## src/hdl/bpc_pkg.sv

```systemverilog
// ----------------------------------------------------------------------------
// bpc_pkg: shared types and constants
// Payload structs, register indexes and fixed coefficients of the barometric
// pressure compensation pipeline.
// ----------------------------------------------------------------------------
package bpc_pkg;

    localparam int DIV_W      = 32;
    localparam int DIV_STAGES = DIV_W;
    localparam int UP_W       = 19;

    localparam logic [31:0] C_B6_OFS = 32'd4000;
    localparam logic [31:0] C_X1_MUL = 32'd3038;
    localparam logic [31:0] C_X2_MUL = 32'hFFFF_E343;
    localparam logic [31:0] C_P_OFS  = 32'd3791;
    localparam logic [31:0] C_B7_MUL = 32'd50000;
    localparam logic [31:0] C_B4_OFS = 32'd32768;

    typedef enum logic [1:0] {
        REG_OSS     = 2'd0,
        REG_COEFF_A = 2'd1,
        REG_COEFF_B = 2'd2,
        REG_COEFF_C = 2'd3
    } t_reg_idx;

    typedef struct packed {
        logic [15:0] raw_temperature;
        logic [7:0]  pressure_msb;
        logic [7:0]  pressure_lsb;
        logic [7:0]  pressure_xlsb;
    } t_in;

    typedef struct packed {
        logic signed [15:0] temperature_tenths;
        logic signed [31:0] pressure_pa;
        logic               div_error;
    } t_out;

    function automatic logic [31:0] sx16(input logic [15:0] v);
        return {{16{v[15]}}, v};
    endfunction

    function automatic logic [31:0] asr(input logic [31:0] v, input int n);
        return 32'($signed(v) >>> n);
    endfunction

endpackage

```

## src/hdl/bpc_udiv.sv

```systemverilog
// ----------------------------------------------------------------------------
// bpc_udiv: pipelined unsigned divider
// Restoring division, one quotient bit per stage, all stages advance on i_en.
// ----------------------------------------------------------------------------
module bpc_udiv (
    input  logic                       i_clk,
    input  logic                       i_en,
    input  logic [bpc_pkg::DIV_W-1:0]  i_num,
    input  logic [bpc_pkg::DIV_W-1:0]  i_den,
    output logic [bpc_pkg::DIV_W-1:0]  o_quo
);
    localparam int W = bpc_pkg::DIV_W;
    localparam int N = bpc_pkg::DIV_STAGES;

    logic [W-1:0] r_rem [N];
    logic [W-1:0] r_qn  [N];
    logic [W-1:0] r_den [N];

    for (genvar k = 0; k < N; k++) begin : g_stage
        logic [W-1:0] s_rem, s_qn, s_den;
        logic [W:0]   s_trial;
        logic [W:0]   s_diff;
        logic [W-1:0] n_rem, n_qn;

        if (k == 0) begin : g_first
            assign s_rem = '0;
            assign s_qn  = i_num;
            assign s_den = i_den;
        end else begin : g_next
            assign s_rem = r_rem[k-1];
            assign s_qn  = r_qn[k-1];
            assign s_den = r_den[k-1];
        end

        always_comb begin
            s_trial = {s_rem, s_qn[W-1]};
            s_diff  = s_trial - {1'b0, s_den};
            if (!s_diff[W]) begin
                n_rem = s_diff[W-1:0];
                n_qn  = {s_qn[W-2:0], 1'b1};
            end else begin
                n_rem = s_trial[W-1:0];
                n_qn  = {s_qn[W-2:0], 1'b0};
            end
        end

        always_ff @(posedge i_clk) begin
            if (i_en) begin
                r_rem[k] <= n_rem;
                r_qn[k]  <= n_qn;
                r_den[k] <= s_den;
            end
        end
    end

    assign o_quo = r_qn[N-1];

endmodule

```

## config.mk

```make
export PLATFORM = sky130hd
export DESIGN_NAME = bpc_udiv
export DESIGN_NICKNAME = d
export VERILOG_FILES = /design/src/hdl/bpc_pkg.sv /design/src/hdl/bpc_udiv.sv
export SDC_FILE = /design/constraint.sdc
export NUM_CORES = 2
export LEC_CHECK = 0
export CORE_MARGIN = 2
export CORE_UTILIZATION = 58
export DETAILED_ROUTE_END_ITERATION = 8
export DONT_BUFFER_PORTS = 1
export PLACE_DENSITY = 0.87
export SLEW_MARGIN = 20
export SYNTH_ARGS = -nofsm -noshare
export SYNTH_HDL_FRONTEND = slang
export SYNTH_SLANG_ARGS = --single-unit
```

## constraint.sdc

```tcl
create_clock -name i_clk -period 3.59 [get_ports i_clk]
set_input_delay 0 -clock i_clk [delete_from_list [all_inputs] [get_ports i_clk]]
set_output_delay 0 -clock i_clk [all_outputs]
set_load 0.01 [all_outputs]
```

Yosys cells after proc, flatten, opt, wreduce, memory -nomap -nowiden. Memory sizes are Yosys's and may differ from the RTL's. Index checks and enable logic that the tools add are counted.

Reduce and logical (&&, ||, !) cells: 0. $add $sub $neg: 32. $lt $le $gt $ge: 0. Bitwise gates (word level): 0. Equality and inequality tests: 0. Shift-type cells: 0. Div/mod/pow operators: 0. $mul: 0. Mux-type cells: 66.

Operator list (count): 32-bit two-way mux (32); 33-bit by 32-bit subtractor with 33-bit output (31); 1-bit two-way mux (34); 1-bit by 32-bit subtractor with 33-bit output (1).

Bits in latches: 0. Output and inout port bits: 32. Bits of input ports: 66. Memories: 3. ROM bits: 0. Memory bits (writable): 3072. Word-level logic and storage cells: 101. Bits in registers: 0.

Memories: r_den (depth 32, width 32, read ports 31, clocked after memory_dff 0, write ports 32, line bpc_udiv.sv:17) `logic [W-1:0] r_den [N];`; r_qn (depth 32, width 32, read ports 32, clocked after memory_dff 0, write ports 32, line bpc_udiv.sv:16) `logic [W-1:0] r_qn [N];`; r_rem (depth 32, width 32, read ports 31, clocked after memory_dff 0, write ports 32, line bpc_udiv.sv:15) `logic [W-1:0] r_rem [N];`.

Logic depth before layout (Yosys ltp). An unclocked memory read counts as a cell.

Word-level depth: 3. Depth in mapped cells: 16. Mapped depth without buffers: 14.

Worst setup path before layout. OpenSTA, ideal clock, no wires.

Path type: reg-to-reg. Start point: memory r_den[1][0] (netlist name). End point: memory r_rem[1][47] (netlist name) (data pin). Library setup time: 262 ps. Period minus slack after synthesis: 3783 ps. Buffers on the path: 1. Data arrival time: 3521 ps. Stages on the path, launching flop included: 15. Setup slack: -193 ps. Path through: edfxtp_1 ha_1 fa_1 nor2b_1 o21ai_1 a21oi_1 o41ai_2 o31ai_1 a311oi_2 o21a_1 a21oi_2 a221oi_2 xnor2_1 buf_2 mux2_1.

RTL lines (line): from (decl) (bpc_udiv.sv:17); to (decl) (bpc_udiv.sv:15).

==> run_results.csv <==
group,metric,value,unit
critical_path,cp.arrival,5.23,ns
global_route,grt_pass1_wl,567,mm
pwr,leakagePower,78.6,nW
synthesis,synth_seq_cells,3008,
cells_and_area,layout-drive-gt1-share,21.8,%
timing,hold_ws,0.223,ns
placed_design,dp_cells,16710,
global_route,overflow,0,
floorplan,fp-row-count,188,
critical_path,reg2reg_to,"r_rem[1][213]",
timing,tightest_slew,1.01,ns
critical_path,cp_max_fo,7,
drt,routed_wl,421,mm
global_route,antenna_found_initial,14,
timing,finClkSkew,0.0993,ns
global_route,grt_max_degree,127,
timing,rsz0062_at_grt,"yes",
floorplan,initial_utilization,58.3,%
timing,fin_setup_tns,-270.81,ns
critical_path,critical_path_class,"register to register",
synthesis,synthArstFlopShare,0,%
synthesis,yosysWarnings,0,
synthesis,synth_top_cell_area_share,59.2,%
placed_design,finalWeightedCongestion,0.939,
critical_path,slowest_delay,0.67,ns
cells_and_area,layout_common_cells,"3008 x edfxtp_1, 1476 x buf_4, 1193 x inv_1",
timing,hold_viol_final,0,
timing,fin_crit,4.58,ns
drt,avgRoutedWirePerCell,23.8,um
critical_path,crit_cells,15,
cts,clk_latency,0.98,ns
hold_path,hp-class,"input pin to register",
critical_path,worst_path_max_delay_cell,"a311oi_4",
critical_path,path_buf_inv,2,
cells_and_area,fillers,14801,
synthesis,yosysSeqAreaShare,59.2,%
floorplan,io_pins,98,
critical_path,path_cells,"ha_4 > fa_2 > nor2b_1 > o21a_1 > o21ai_2 > a311oi_4 > o31a_4 > a2111oi_4 > or3_4 > o21bai_4 > a221oi_4 > xnor2_4 > buf_6 > buf_12 > mux2_4",
pwr,peakVddDrop,0.876,mV
timing,final.setup.worst_slack,-0.991,ns
synthesis,synthesis.area,153000,sq um
drt,via_count,110461,
critical_path,timing.rr.start,"r_den[1][160]",
cts,clkTransAtPathRegs,0.07,ns
drt,vias_per_cell,6.25,
placed_design,pre_cts_slack,-0.688,ns
cells_and_area,final_common_cell,"edfxtp_1",
timing,maxSlewViolCount,0,
cells_and_area,final_nets,14982,
cells_and_area,instances_no_fill,17671,
cts,h-tree-depth,5,
floorplan,die_h,517,um
timing,final-setup-viol-count,859,
floorplan,die-area,267000,sq um
critical_path,reg2reg_slack,-0.99,ns
cts,root_buffer,"clkbuf_16",
cts,cts_sinks,3008,
drt,drcViolationCount,6,
placed_design,dpl.hpwl,232,mm
floorplan,core-area,262000,sq um
placed_design,io_buffer_count,0,
critical_path,critPathLaunchType,"register",
drt,drt_pass1_iterations,9,
job,max-cap-violations,0,
status,status,"finished with violations",
synthesis,synth_area_leaders,"edfxtp_1 59%, ha_1 8.1%, mux2_1 3.4%, inv_1 3.0%, a21oi_1 2.6%",
drt,route.antenna.remaining_nets,0,
cts,cts_buffers,313,
critical_path,end_kind,"register",
synthesis,synth_top_area_cell,"edfxtp_1",
pwr,power_density,1050,nW/um^2
critical_path,crit_required,4.24,ns
synthesis,syn_area_per_cell,12.8,sq um
timing,relSlewSlack,32.3,%
critical_path,worst_path_dominant_cell_family,"compound AO/OA/AOI/OAI gates",
critical_path,cp-startpoint,"r_den[1][160]",
cts,tritoncts,"yes",
cts,cts_buffer_depth,4,
floorplan,die_w,517,um
synthesis,synth_cell_types,94,
timing,min_period_over_period,128,%
status,violations,"DRC, setup timing",
synthesis,synthFlopType,"edfxtp_1",
global_route,grt.total_usage,26.6,%
timing,fmax,0.218,GHz
drt,first_iter_violations,11972,
synthesis,synth-edff-count,3008,
critical_path,cp-endpoint,"r_rem[1][213]",
synthesis,syn-instance-count,11958,
critical_path,reg2reg_depth,15,
cells_and_area,area_growth,22.5,%
pwr,finalPower,196,mW
global_route,grt_pass1_vias,107116,
[cell usage after synthesis, drive strengths merged, types with 14 or more instances]
cell and instances:
a221oi 21, o211ai 50, o31a 26, mux2 623
o21ai 666, ha 993, nand2b 134, nand3 158
o21a 197, nor2b 128, and2 28, mux2i 67
o2111a 15, o2111ai 20, a211o 25, o21bai 101
a31oi 112, xnor2 460, a41oi 18, a21o 514
or2 16, edfxtp 3008, and3 73, clkbuf 115
xor2 357, a2111oi 33, a311oi 20, nand4 87
a211oi 79, inv 1223, and4 19, nor3 100
o31ai 46, nor2 475, nand2 757, a21oi 805
fa 30, o41ai 20, a31o 14, a21boi 25
buf 90, or3 65, nor4 23
[registers in the layout (all words and copies together) (netlist names)]
signal	cells
r_qn	1024
r_den	992
r_rem	992
[where the power goes]
group,leakage (nW),switching [mW],internal [mW]
sequential,29.5,5.69,51.4
combinational,44.2,54.7,51.6
clock,4.92,14.3,18.6
total,78.6,74.7,122
[repair_timing]
| item | in CTS | in global routing |
|---|---|---|
| pin swaps | 78 | 227 |
| setup buffers | 65 | 164 |
| cloned | 14 | 34 |
| endpoints found under the setup margin | 988 | 986 |
| endpoints found under the hold margin | 385 | 0 |
| hold buffers | 129 | 0 |
| resized for setup | 215 | 871 |
[layout make-up]
type	count	area, sq um	area share (%)
flip-flops and latches	3008	90300	48.3
well taps	3515	4400	2.35
clock inverters	193	2020	1.08
repair buffers	1811	16100	8.61
inverters	1223	4600	2.46
multi-input cells	7536	61400	32.8
diodes	11	27.5	0.0147
clock buffers	374	8150	4.36
[stage by stage]
step,instance area (sq um),utilization [%]
2_1_floorplan,153000,-
3_3_place_gp,168000,64.1
3_5_place_dp,168000,64.1
4_1_cts,181000,69.2
5_1_grt,187000,71.4
6_report,187000,71.4
[worst min-delay path by stage]
stage,from,end,depth (start not counted),slack (ns)
2_1_floorplan,i_den[0],r_den[0][0],0,0.1
3_3_place_gp,i_num[11],r_qn[0][12],0,0.1
3_5_place_dp,i_num[13],r_qn[0][14],0,0.1
4_1_cts,i_num[13],r_qn[0][14],2,0.21
5_1_grt,i_num[0],r_qn[0][1],2,0.20
6_report,i_num[0],r_qn[0][1],2,0.22
[routing by layer]
layer  vias up  track usage (%)  wire length [um]
met1     52416             28.8            137000
met3      2635             3.75             34800
li1      48159                -                 -
met2      7243             49.0            210000
met5         -                0                54
met4         8             15.8             39100
[worst reg2reg max path, cell delays in order, from the launching register on]
cell	delay [ns]
edfxtp_1	0.54
ha_4	0.25
fa_2	0.42
nor2b_1	0.15
o21a_1	0.17
o21ai_2	0.09
a311oi_4	0.67
o31a_4	0.27
a2111oi_4	0.07
or3_4	0.38
o21bai_4	0.17
a221oi_4	0.11
xnor2_4	0.32
buf_6	0.17
buf_12	0.18
mux2_4	0.33
[logic make-up (layout without fill, tap and decap cells)]
kind of cell	Yosys count	after routing	synth area share (%)
AO/OA/AOI/OAI	2899	2899	12.2
XOR/XNOR	817	817	4.79
adder cells (fa/ha/maj)	1023	1023	8.53
buffers and inverters	1428	3601	3.69
flip-flops	3008	3008	59.2
multiplexers	690	690	5.22
other	1	26	0.00246
AND/OR/NAND/NOR	2092	2092	6.41
(Power assumes the default switching activity.)
